**src/rtl/ppps_pkg.sv**
```systemverilog
// ---------------------------------------------------------------------------
// Pump pressure profile sequencer package
// Shared constants, register indexes and field widths for the sequencer.
// ---------------------------------------------------------------------------
package ppps_pkg;

   localparam int DUTY_W  = 9;
   localparam int PROG_W  = 10;
   localparam int STEP_W  = 5;
   localparam int ALARM_W = 4;
   localparam int SHOT_W  = 16;
   localparam int IDLE_W  = 12;
   localparam int CSR_W   = 10;
   localparam int CSR_A_W = 3;

   // fixed profile constants
   localparam logic [DUTY_W-1:0]  FULL_DUTY      = 9'd256;
   localparam logic [DUTY_W-1:0]  DUTY_MAX       = 9'd511;
   localparam logic [PROG_W-1:0]  BOOST_LIMIT    = 10'd200;
   localparam logic [PROG_W-1:0]  PUMP_OFF_AT    = 10'd600;
   localparam logic [PROG_W-1:0]  PROG_MAX       = 10'd1023;
   localparam logic [PROG_W:0]    LATE_HOLD_BASE = 11'd300;
   localparam logic [PROG_W:0]    AUTO_END_BASE  = 11'd250;
   localparam logic [PROG_W:0]    WARN_GAP       = 11'd5;
   localparam logic [PROG_W-1:0]  REWIND_SHORT   = 10'd25;
   localparam logic [PROG_W-1:0]  REWIND_LONG    = 10'd250;
   localparam logic [ALARM_W-1:0] ALARM_SOLID    = 4'd10;
   localparam logic [IDLE_W-1:0]  IDLE_CLEAR     = 12'd4000;
   localparam logic [IDLE_W-1:0]  IDLE_MAX       = 12'd4095;
   localparam logic [SHOT_W-1:0]  SHOT_MAX       = 16'hFFFF;

   // ramp and decline pacing: manual shot, then auto shot
   localparam logic [STEP_W-1:0] MAN_UP_WAIT    = 5'd4;
   localparam logic [STEP_W-1:0] MAN_UP_STEP    = 5'd12;
   localparam logic [STEP_W-1:0] MAN_DOWN_WAIT  = 5'd10;
   localparam logic [1:0]        MAN_DOWN_STEP  = 2'd1;
   localparam logic [STEP_W-1:0] AUTO_UP_WAIT   = 5'd5;
   localparam logic [STEP_W-1:0] AUTO_UP_STEP   = 5'd16;
   localparam logic [STEP_W-1:0] AUTO_DOWN_WAIT = 5'd15;
   localparam logic [1:0]        AUTO_DOWN_STEP = 2'd2;

   // register reset values
   localparam logic [8:0] RST_PREINFUSE_DUTY = 9'd120;
   localparam logic [7:0] RST_PREINFUSE_END  = 8'd30;
   localparam logic [8:0] RST_SOAK_END       = 9'd60;
   localparam logic [8:0] RST_RAMP_END       = 9'd90;
   localparam logic [9:0] RST_HOLD_END       = 10'd801;
   localparam logic [8:0] RST_MIN_DUTY       = 9'd26;
   localparam logic [9:0] RST_WARNING_START  = 10'd851;

   typedef enum logic [CSR_A_W-1:0] {
      CSR_PREINFUSE_DUTY = 3'd0,
      CSR_PREINFUSE_END  = 3'd1,
      CSR_SOAK_END       = 3'd2,
      CSR_RAMP_END       = 3'd3,
      CSR_HOLD_END       = 3'd4,
      CSR_MIN_DUTY       = 3'd5,
      CSR_WARNING_START  = 3'd6,
      CSR_UNUSED         = 3'd7
   } csr_index_type;

   typedef struct packed {
      logic              auto_shot;
      logic [SHOT_W-1:0] shot_seconds_tenths;
      logic              boiler_boost;
      logic              alarm;
      logic              brew_valve;
      logic [DUTY_W-1:0] pump_duty;
   } rsp_fields_type;

endpackage

```
**src/rtl/pump_pressure_profile_sequencer.sv**
```systemverilog
// ---------------------------------------------------------------------------
// Pump pressure profile sequencer
// Espresso shot sequencer: preinfusion, soak, ramp, decline, alarm, auto shot.
// ---------------------------------------------------------------------------
// A request's response is registered at accept and shown in the cycle after it.
// Throughput: one request per clock while req_tready is high; state update is a single registered pass.
// req_tready drops only while a response is held and rsp_tready is low.
// Reset (synchronous, active high): all sequence state cleared, registers back
// to their defaults, response register empty.
// ---------------------------------------------------------------------------
module pump_pressure_profile_sequencer
   import ppps_pkg::*;
(
   input  logic               clock,
   input  logic               reset,
   // request channel
   input  logic               req_tvalid,
   output logic               req_tready,
   input  logic [7:0]         req_tdata,   // [0] power_on, [1] brew_switch, [2] tick
   // response channel
   output logic               rsp_tvalid,
   input  logic               rsp_tready,
   output logic [31:0]        rsp_tdata,   // [8:0] pump_duty, [9] brew_valve, [10] alarm,
                                           // [11] boiler_boost, [27:12] shot_seconds_tenths,
                                           // [28] auto_shot
   // register write port
   input  logic               csr_we,
   input  logic [CSR_A_W-1:0] csr_addr,
   input  logic [CSR_W-1:0]   csr_wdata
);

   // configuration registers
   logic [8:0] preinfuse_duty_ff;
   logic [7:0] preinfuse_end_ff;
   logic [8:0] soak_end_ff;
   logic [8:0] ramp_end_ff;
   logic [9:0] hold_end_ff;
   logic [8:0] min_duty_ff;
   logic [9:0] warning_start_ff;

   // sequence state
   logic [PROG_W-1:0]  progress_ff,     progress_in;
   logic [DUTY_W-1:0]  duty_ff,         duty_in;
   logic [STEP_W-1:0]  step_count_ff,   step_count_in;
   logic [ALARM_W-1:0] alarm_cycles_ff, alarm_cycles_in;
   logic               auto_flag_ff,    auto_flag_in;
   logic [SHOT_W-1:0]  shot_time_ff,    shot_time_in;
   logic [IDLE_W-1:0]  idle_count_ff,   idle_count_in;
   logic               buzzer_ff,       buzzer_in;
   logic               valve_ff,        valve_in;
   logic               boost_in;

   // response register
   logic               rsp_tvalid_ff, rsp_tvalid_in;
   rsp_fields_type     rsp_fields_ff, rsp_fields_in;

   logic req_accept;
   logic pwr, brew, tick;

   assign pwr  = req_tdata[0];
   assign brew = req_tdata[1];
   assign tick = req_tdata[2];

   // a held response only blocks when the far side is stalling
   assign req_tready = !rsp_tvalid_ff || rsp_tready;
   assign req_accept = req_tvalid && req_tready;

   // -----------------------------------------------------------------------
   // Register writes
   // -----------------------------------------------------------------------
   always_ff @(posedge clock) begin
      if (reset) begin
         preinfuse_duty_ff <= RST_PREINFUSE_DUTY;
         preinfuse_end_ff  <= RST_PREINFUSE_END;
         soak_end_ff       <= RST_SOAK_END;
         ramp_end_ff       <= RST_RAMP_END;
         hold_end_ff       <= RST_HOLD_END;
         min_duty_ff       <= RST_MIN_DUTY;
         warning_start_ff  <= RST_WARNING_START;
      end else if (csr_we) begin
         unique case (csr_index_type'(csr_addr))
            CSR_PREINFUSE_DUTY: preinfuse_duty_ff <= csr_wdata[8:0];
            CSR_PREINFUSE_END:  preinfuse_end_ff  <= csr_wdata[7:0];
            CSR_SOAK_END:       soak_end_ff       <= csr_wdata[8:0];
            CSR_RAMP_END:       ramp_end_ff       <= csr_wdata[8:0];
            CSR_HOLD_END:       hold_end_ff       <= csr_wdata[9:0];
            CSR_MIN_DUTY:       min_duty_ff       <= csr_wdata[8:0];
            CSR_WARNING_START:  warning_start_ff  <= csr_wdata[9:0];
            default: ;
         endcase
      end
   end

   // -----------------------------------------------------------------------
   // One control pass. Comparisons use the progress held at entry to the
   // pass, apart from the alarm rewind and the tick, which see it as updated.
   // -----------------------------------------------------------------------
   always_comb begin
      logic [STEP_W-1:0] up_wait;
      logic [STEP_W-1:0] up_step;
      logic [STEP_W-1:0] down_wait;
      logic [1:0]        down_step;
      logic [DUTY_W:0]   duty_sum;
      logic [PROG_W-1:0] p;
      logic [PROG_W-1:0] pe;
      logic [PROG_W-1:0] se;
      logic [PROG_W-1:0] re;
      logic              run;

      p         = progress_ff;
      pe        = {2'b00, preinfuse_end_ff};
      se        = {1'b0, soak_end_ff};
      re        = {1'b0, ramp_end_ff};
      up_wait   = brew ? MAN_UP_WAIT    : AUTO_UP_WAIT;
      up_step   = brew ? MAN_UP_STEP    : AUTO_UP_STEP;
      down_wait = brew ? MAN_DOWN_WAIT  : AUTO_DOWN_WAIT;
      down_step = brew ? MAN_DOWN_STEP  : AUTO_DOWN_STEP;
      duty_sum  = '0;
      run       = pwr && (brew || auto_flag_ff);

      progress_in     = progress_ff;
      duty_in         = duty_ff;
      step_count_in   = step_count_ff;
      alarm_cycles_in = alarm_cycles_ff;
      auto_flag_in    = auto_flag_ff;
      shot_time_in    = shot_time_ff;
      idle_count_in   = idle_count_ff;
      buzzer_in       = buzzer_ff;
      valve_in        = valve_ff;
      boost_in        = 1'b0;

      // shared profile: preinfusion, soak, ramp, decline
      if (run) begin
         boost_in = (p < BOOST_LIMIT);
         if (p <= pe) begin
            valve_in = 1'b1;
            duty_in  = preinfuse_duty_ff;
            if (brew) auto_flag_in = 1'b1;
         end
         if (p > pe && p <= se) begin
            duty_in = '0;
            if (brew) auto_flag_in = 1'b0;
         end
         if (p > se && p <= re && duty_in <= FULL_DUTY) begin
            step_count_in = step_count_in + 1'b1;
            if (step_count_in > up_wait) begin
               if (duty_in < FULL_DUTY) begin
                  duty_sum = {1'b0, duty_in} + {{(DUTY_W+1-STEP_W){1'b0}}, up_step};
                  duty_in  = (duty_sum > {1'b0, DUTY_MAX}) ? DUTY_MAX
                                                           : duty_sum[DUTY_W-1:0];
               end
               step_count_in = '0;
            end
         end
         if (p > re && p <= hold_end_ff && duty_in >= min_duty_ff) begin
            step_count_in = step_count_in + 1'b1;
            if (step_count_in > down_wait) begin
               duty_in = (duty_in > {{(DUTY_W-2){1'b0}}, down_step})
                         ? duty_in - {{(DUTY_W-2){1'b0}}, down_step} : '0;
               step_count_in = '0;
            end
         end
      end

      priority if (!pwr) begin
         duty_in      = '0;
         valve_in     = 1'b0;
         buzzer_in    = 1'b0;
         shot_time_in = '0;
         auto_flag_in = 1'b0;
      end else if (brew) begin
         idle_count_in = '0;
         if ({1'b0, p} > LATE_HOLD_BASE + {1'b0, pe} + {1'b0, se}) duty_in = min_duty_ff;
         if (p > PUMP_OFF_AT) duty_in = '0;
         if (p >= warning_start_ff) buzzer_in = 1'b1;
         // pulse: back off a little and count the pulse
         if ({1'b0, p} >= {1'b0, warning_start_ff} + WARN_GAP) begin
            buzzer_in       = 1'b0;
            progress_in     = (warning_start_ff > REWIND_SHORT)
                              ? warning_start_ff - REWIND_SHORT : '0;
            alarm_cycles_in = alarm_cycles_in + 1'b1;
         end
         // solid alarm after enough pulses
         if (alarm_cycles_in >= ALARM_SOLID) begin
            buzzer_in       = 1'b1;
            progress_in     = (warning_start_ff > REWIND_LONG)
                              ? warning_start_ff - REWIND_LONG : '0;
            alarm_cycles_in = ALARM_SOLID;
         end
         if (tick) begin
            if (progress_in < PROG_MAX) progress_in = progress_in + 1'b1;
            if (progress_in > se && shot_time_in < SHOT_MAX)
               shot_time_in = shot_time_in + 1'b1;
         end
      end else if (auto_flag_ff) begin
         if ({1'b0, p} + {1'b0, pe} > AUTO_END_BASE + {1'b0, se}) begin
            duty_in      = '0;
            auto_flag_in = 1'b0;
         end
         if (tick && p < PROG_MAX) progress_in = p + 1'b1;
      end else begin
         valve_in        = 1'b0;
         buzzer_in       = 1'b0;
         alarm_cycles_in = '0;
         progress_in     = '0;
         duty_in         = '0;
         if (idle_count_in < IDLE_MAX) idle_count_in = idle_count_in + 1'b1;
         if (idle_count_in >= IDLE_CLEAR) shot_time_in = '0;
      end

      rsp_fields_in.pump_duty           = duty_in;
      rsp_fields_in.brew_valve          = valve_in;
      rsp_fields_in.alarm               = buzzer_in;
      rsp_fields_in.boiler_boost        = boost_in;
      rsp_fields_in.shot_seconds_tenths = shot_time_in;
      rsp_fields_in.auto_shot           = auto_flag_in;
   end

   // -----------------------------------------------------------------------
   // State and response registers
   // -----------------------------------------------------------------------
   always_ff @(posedge clock) begin
      if (reset) begin
         progress_ff     <= '0;
         duty_ff         <= '0;
         step_count_ff   <= '0;
         alarm_cycles_ff <= '0;
         auto_flag_ff    <= 1'b0;
         shot_time_ff    <= '0;
         idle_count_ff   <= '0;
         buzzer_ff       <= 1'b0;
         valve_ff        <= 1'b0;
      end else if (req_accept) begin
         progress_ff     <= progress_in;
         duty_ff         <= duty_in;
         step_count_ff   <= step_count_in;
         alarm_cycles_ff <= alarm_cycles_in;
         auto_flag_ff    <= auto_flag_in;
         shot_time_ff    <= shot_time_in;
         idle_count_ff   <= idle_count_in;
         buzzer_ff       <= buzzer_in;
         valve_ff        <= valve_in;
      end
   end

   always_comb begin
      rsp_tvalid_in = rsp_tvalid_ff;
      if (req_accept)      rsp_tvalid_in = 1'b1;
      else if (rsp_tready) rsp_tvalid_in = 1'b0;
   end

   always_ff @(posedge clock) begin
      if (reset) rsp_tvalid_ff <= 1'b0;
      else       rsp_tvalid_ff <= rsp_tvalid_in;
   end

   always_ff @(posedge clock) begin
      if (req_accept) rsp_fields_ff <= rsp_fields_in;
   end

   assign rsp_tvalid = rsp_tvalid_ff;
   assign rsp_tdata  = {3'b000, rsp_fields_ff};

   // -----------------------------------------------------------------------
   // Checks
   // -----------------------------------------------------------------------
   // power off leaves pump, valve and auto shot cleared in the response
   a_power_off_clears: assert property (@(posedge clock) disable iff (reset)
      req_accept && !pwr |=> rsp_tvalid && rsp_fields_ff.pump_duty == '0
                             && !rsp_fields_ff.brew_valve && !rsp_fields_ff.auto_shot)
      else $error("power off did not clear outputs");

   // alarm pulse count never passes the solid level
   a_alarm_bound: assert property (@(posedge clock) disable iff (reset)
      alarm_cycles_ff <= ALARM_SOLID)
      else $error("alarm cycle count out of range");

   // step counter is always cleared once it passes the longest wait
   a_step_bound: assert property (@(posedge clock) disable iff (reset)
      step_count_ff <= AUTO_DOWN_WAIT)
      else $error("step counter out of range");

   // an empty response register never blocks a request
   a_ready_when_empty: assert property (@(posedge clock) disable iff (reset)
      !rsp_tvalid_ff |-> req_tready)
      else $error("request stalled with empty response register");

endmodule

```
**config.mk**
```make
export PLATFORM = sky130hd
export DESIGN_NAME = pump_pressure_profile_sequencer
export DESIGN_NICKNAME = d
export VERILOG_FILES = /design/src/rtl/ppps_pkg.sv /design/src/rtl/pump_pressure_profile_sequencer.sv
export SDC_FILE = /design/constraint.sdc
export NUM_CORES = 1
export LEC_CHECK = 0
export BUFFER_PORTS_ARGS = -buffer_cell sky130_fd_sc_hd__buf_2
export CORE_UTILIZATION = 45
export DETAILED_ROUTE_END_ITERATION = 8
export PLACE_DENSITY_LB_ADDON = 0.1
export RECOVER_POWER = 50
export SLEW_MARGIN = 20
export SYNTH_ARGS = -nofsm -noshare
export SYNTH_HDL_FRONTEND = slang
export SYNTH_SLANG_ARGS = --single-unit
```
**constraint.sdc**
```tcl
create_clock -name clock -period 8.1 [get_ports clock]
set_input_delay 0.81 -clock clock [delete_from_list [all_inputs] [get_ports clock]]
set_output_delay 0.81 -clock clock [all_outputs]
set_load 0.1 [all_outputs]
```
; ---- After elaboration in Yosys (flattened, before gate mapping)
; Index checks and enable logic that the tools add are counted.
[classes]
add_sub_neg = 16
order_cmp = 29
n_eq_ne = 8
mux = 81
reduce_logical = 24
[ops]
columns = cell, count
row1 = two-way mux 9 bit, 18
row2 = two-way mux 10 bit, 14
row3 = two-way mux 16 bit, 6
row4 = two-way mux 12 bit, 6
row5 = > comparator 10 x 9 -> 1 bit, 3
row6 = two-way mux 5 bit, 6
row7 = two-way mux 4 bit, 6
row8 = two-way mux 1 bit, 23
row9 = "adder 10 x 1 -> 10 bit, second input constant", 2
row10 = less-or-equal comparator 10 x 9 -> 1 bit, 2
row11 = "less-than comparator 10 bit, second input constant", 2
row12 = "adder 16 x 1 -> 16 bit, second input constant", 1
row13 = "less-than comparator 16 bit, second input constant", 1
row14 = AND reduction 2 bit, 8
row15 = "adder 12 x 1 -> 12 bit, second input constant", 1
row16 = ">= comparator 12 bit, second input constant", 1
row17 = "less-than comparator 12 bit, second input constant", 1
row18 = "adder 10 x 3 -> 11 bit, second input constant", 1
row19 = adder 10 x 8 -> 11 bit, 1
row20 = adder 10 x 9 -> 11 bit, 1
row21 = >= comparator 10 x 11 -> 1 bit, 1
row22 = > comparator 10 x 11 -> 1 bit, 1
row23 = > comparator 11 x 10 -> 1 bit, 1
row24 = "adder 5 x 1 -> 5 bit, second input constant", 2
row25 = other kinds (36), 49
[totals]
register_bits = 153
inputBits = 26
out_inout_bits = 34
wordCells = 181

; ---- Longest topological paths before layout
[depth]
word_depth = 20
depth_mapped = 40
depth_no_buf = 32

; ---- Least setup slack after synthesis
; OpenSTA, ideal clock, no wires.
[synth_path]
kind = register -> register
start = register warning_start_ff[2]
end = register rsp_fields_ff (netlist bit rsp_tdata[16]), data pin
t_arrival_ps = 7877
required_time_ps = 7846
path_slack_ps = -31
stages_incl_launch_ff = 39
path_buffers = 7
synth_period_minus_slack_ps = 8131
path_cell_list = dfxtp_1 -> clkbuf_1 -> inv_1 -> ha_1 -> a21oi_1 -> nor2_1 -> xnor2_1 -> ha_1 -> and3_1 -> a2111oi_0 -> o21ai_1 -> a2111oi_0 -> a211o_1 -> buf_4 -> buf_2 -> buf_2 -> a21oi_1 -> a21oi_1 -> [3 not listed] -> or4b_2 -> clkbuf_1 -> nand2_1 -> nand2_1 -> ha_1 -> nor2b_1 -> o21a_1 -> o21a_1 -> o21a_1 -> o21a_1 -> o21ai_0 -> a211oi_1 -> or2_2 -> a21oi_1 -> buf_2 -> buf_2 -> nor3_1 -> o21a_1
[synth_between]
elab_chain_cells = 20
[synth_lines]
columns = item, line
row1 = start: declaration, pump_pressure_profile_sequencer.sv:39  ; logic [9:0] warning_start_ff;
row2 = start signal: assignment, pump_pressure_profile_sequencer.sv:88  ; CSR_WARNING_START: warning_start_ff <= csr_wdata[9:0];
row3 = adder 10 x 3 -> 11 bit, pump_pressure_profile_sequencer.sv:177  ; if ({1'b0, p} >= {1'b0, warning_start_ff} + WARN_GAP) begin
row4 = >= comparator 10 x 11 -> 1 bit, pump_pressure_profile_sequencer.sv:177
row5 = two-way mux 4 bit, pump_pressure_profile_sequencer.sv:177
row6 = two-way mux 4 bit, pump_pressure_profile_sequencer.sv:171  ; end else if (brew) begin
row7 = two-way mux 4 bit, pump_pressure_profile_sequencer.sv:165  ; priority if (!pwr) begin
row8 = >= comparator 4 bit, pump_pressure_profile_sequencer.sv:184  ; if (alarm_cycles_in >= ALARM_SOLID) begin
row9 = two-way mux 10 bit *, pump_pressure_profile_sequencer.sv:184
row10 = two-way mux 10 bit *, pump_pressure_profile_sequencer.sv:171
row11 = [5 not listed], -
row12 = two-way mux 10 bit *, pump_pressure_profile_sequencer.sv:165
row13 = > comparator 10 x 9 -> 1 bit *, pump_pressure_profile_sequencer.sv:192  ; if (progress_in > se && shot_time_in < SHOT_MAX)
row14 = logical AND 1 bit *, pump_pressure_profile_sequencer.sv:192
row15 = two-way mux 16 bit *, pump_pressure_profile_sequencer.sv:192
row16 = two-way mux 16 bit *, pump_pressure_profile_sequencer.sv:190  ; if (tick) begin
row17 = two-way mux 16 bit *, pump_pressure_profile_sequencer.sv:171
row18 = two-way mux 16 bit *, pump_pressure_profile_sequencer.sv:165
row19 = net shot_time_in[4], pump_pressure_profile_sequencer.sv:47  ; logic [SHOT_W-1:0] shot_time_ff, shot_time_in;
row20 = end signal: assignment, pump_pressure_profile_sequencer.sv:258  ; if (req_accept) rsp_fields_ff <= rsp_fields_in;
row21 = end: declaration, pump_pressure_profile_sequencer.sv:55  ; rsp_fields_type rsp_fields_ff, rsp_fields_in;
; Mark *: on every way through the listed nets, which the timed path passes. The rest lies on a longest branch. The select of a mux whose other input is x is not followed.
; A chain may end at the register's enable or synchronous reset.

; ---- Worst setup path in the final report
[layout_path]
start = register warning_start_ff[1]
end = register rsp_fields_ff (netlist bit rsp_tdata[13]), data pin
; The elaborated chain is that of the path after synthesis.

==> summary.txt <==
Layout
  • Non-Filler Instances: 2,043
  • Final nets: 1,824
  • Antenna Cells: 0
  • Seq. cell area: 3350 sq um
  • Syn-to-layout area delta: 10.1%
  • Area of the multi-input gates: 8740 sq um
  • Filler cells: 2,761
  • Layout cells sized above 1: 7.39%

Power
  • Peak supply drop: 0.000146 V
  • Leakage: 5.71 nW
  • PwrDens: 143 nW/um^2

Worst setup path
  • Setup CP Type: register to register
  • Critical path arrival: 7.87 ns
  • CP Capture Type: register
  • CP peak stage delay: 0.80 ns
  • Required time of the critical path: 8.29 ns
  • Critical Path Start Type: register
  • CP max FO: 30
  • Worst Reg-to-Reg Cells: 31
  • Critical-path top delay cell: or4b_2
  • Crit-path most repeated cell: o21a_1

Timing
  • Final worst path period share: 94.8%
  • Clk_skew: 0.0135 ns
  • Achievable Freq: 130 MHz
  • Post-layout min period: 7.68 ns
  • Final setup vio count: 0
  • Fin. max-slew vios: 67
  • Slew Limit Headroom: -31.6%
  • Final hold vios: 0
  • Final worst-path setup slack: 0.418 ns
  • Tightest Pin Transition: 1.97 ns
  • TNS Setup: 0 ns

Clock tree
  • Worst skew pair latency: 0.43 ns
  • Cts hold-fix bufs: 0
  • Clock root buffer: clkbuf_16
  • Largest buffer count on any clock path: 2
  • Clk sinks: 153
  • H-tree depth: 4
  • Setup Buffers After CTS: 0
  • CTS Buf Count: 17
  • Reg clk slew, reported paths: 0.07 ns
  • CTS tree: built

Floorplan
  • Die span in x: 170 um
  • Chip height: 170 um
  • Starting Density: 45.8%
  • Die footprint: 29,000 sq um
  • IO Pins: 60
  • Row count: 61
  • Core Region: 27,900 sq um

Routing
  • Initial drt markers: 914
  • DR vias/cell: 5.94
  • Pre-antenna DRT Iters: 6
  • Total number of vias: 12,142
  • # DRC: 0
  • Total wire length: 39.2 mm
  • Final ANT Viol Nets: 0
  • Routed length per instance: 19.2 um

Worst hold path
  • Worst hold path cell count: 2
  • Hold/Removal Path Class: register to register

Yosys
  • Synth area leaders: dfxtp_1, ha_1, edfxtp_1
  • Number of warnings issued by yosys: 0
  • Async S/R FF share, synth: 0%
  • Most frequent cell after synthesis: nand2_1
  • Number of synthesized flops with an enable pin: 29
  • Post-Syn Area: 12,800 sq um
  • Ys flop type: dfxtp_1
  • Seq/Total Area, Yosys: 26.3%
  • Cell count after synthesis: 1,615
  • Post-synth cell types: 84
  • Yosys top cell area share: 19.5%
  • Leading area contributor after synthesis: dfxtp_1
  • Commonest cells in the netlist: nand2_1, ha_1, dfxtp_1, a21oi_1, nor2_1
  • Mapped Avg Cell Area: 7.90 sq um
  • Synth Register Bits: 153

Place
  • Pre-CTS worst setup slack: 0.134 ns
  • Routability congestion estimate: 0.942
  • Placed Cells: 2,011
  • Final HPWL DP: 29.1 mm
  • IO Port Bufs: 51

Job
  • Max Cap Violations: 2

Global route
  • Total grt overflow: 0
  • First-pass GRT wire length: 62.6 mm
  • Largest net degree at the start of global routing: 72
  • Initial antenna violation count: 0
  • GRT Total Usage: 27.8%
  • Number of global-route vias before repair: 11,421

Run status
  • Status: finished, violations left
  • Failing checks: max-capacitance violations, max-slew violations
[logic make-up after synthesis]
| group | count (synthesis) | synth area share, % |
|---|---|---|
| xor+xnor | 60 | 4.12 |
| buf+inv | 174 | 5.43 |
| flops | 153 | 26.3 |
| compound gates | 458 | 24.3 |
| fa+ha+maj | 146 | 14.6 |
| simple gates | 575 | 21.3 |
| mux | 48 | 3.92 |
| other cells | 1 | 0.0294 |
[routing by layer]
| metal | GRT usage (%) | routed length [um] |
|---|---|---|
| met4 | 8.97 | 920 |
| met3 | 3.88 | 1940 |
| met2 | 45.4 | 17800 |
| met5 | 0 | 0 |
| met1 | 37.5 | 18600 |
[worst max-delay path: cells and delay by family (launching register included)]
| kind | cells | cell delay (ns) |
|---|---|---|
| AO/OA/AOI/OAI | 12 | 2.54 |
| AND/OR/NAND/NOR | 10 | 2.01 |
| adder cells (fa/ha/maj) | 4 | 1.15 |
| buffers and inverters | 2 | 0.55 |
| multiplexers | 2 | 0.52 |
| flip-flops | 1 | 0.50 |
| XOR/XNOR | 1 | 0.14 |
[path summary, 6_finish.rpt]
path / start / end / slack (ns)
hold reg to reg: hold_end_ff[4] / hold_end_ff[4] / 0.46
setup reg to reg: warning_start_ff[1] / rsp_tdata[13] / 0.42
hold / removal: hold_end_ff[4] / hold_end_ff[4] / 0.46
setup / recovery: warning_start_ff[1] / rsp_tdata[13] / 0.42
[final cells by class]
| class | count | share of cell area, % |
|---|---|---|
| Multi-Input combinational cell | 1290 | 62.3 |
| Sequential cell | 153 | 23.9 |
| Timing Repair Buffer | 93 | 3.69 |
| Tap cell | 378 | 3.37 |
| Clock buffer | 20 | 3.18 |
| Inverter | 97 | 2.59 |
| Clock inverter | 12 | 0.989 |
[report_power, final]
part | total [mW] | switching (mW) | internal [mW]
clock network | 0.824 | 0.357 | 0.467
logic | 0.365 | 0.258 | 0.108
registers | 0.813 | 0.0167 | 0.796
[registers in the layout, indices dropped and copies added (netlist names), 4 cells and up]
name               count
preinfuse_duty_ff      9
shot_time_ff          16
ramp_end_ff            9
step_count_ff          5
idle_count_ff         12
rsp_tdata             29
hold_end_ff           10
min_duty_ff            9
warning_start_ff      10
soak_end_ff            9
duty_ff                9
progress_ff           10
alarm_cycles_ff        4
preinfuse_end_ff       8
[cells in the final DEF, fill, tap and decap left out, drive strengths merged, types with 29 or more instances in the layout]
master	n
nand2	220
ha	142
dfxtp	124
a21oi	122
nor2	113
inv	99
o21ai	71
buf	57
clkbuf	56
nand3	53
o211ai	47
xnor2	44
nor3	39
mux2i	35
a21o	29
edfxtp	29
[through the flow]
stage	hold slack (ns)	power, mW	area (sq um)	utilization, %
after global placement	0.445	1.19	13500	48.4
final	0.456	2.00	14000	50.4
after floorplan	0.436	1.09	12800	-
after global routing	0.481	2.08	14000	50.4
after detailed placement	0.449	1.19	13500	48.4
after CTS	0.458	2.01	14100	50.5
[what timing repair did]
| item | CTS | global route |
|---|---|---|
| resized for setup | 0 | 7 |
| hold endpoints to repair | 0 | 0 |
| endpoints found under the setup margin | 0 | 32 |
Note: power is estimated with default switching activity, not from simulation.
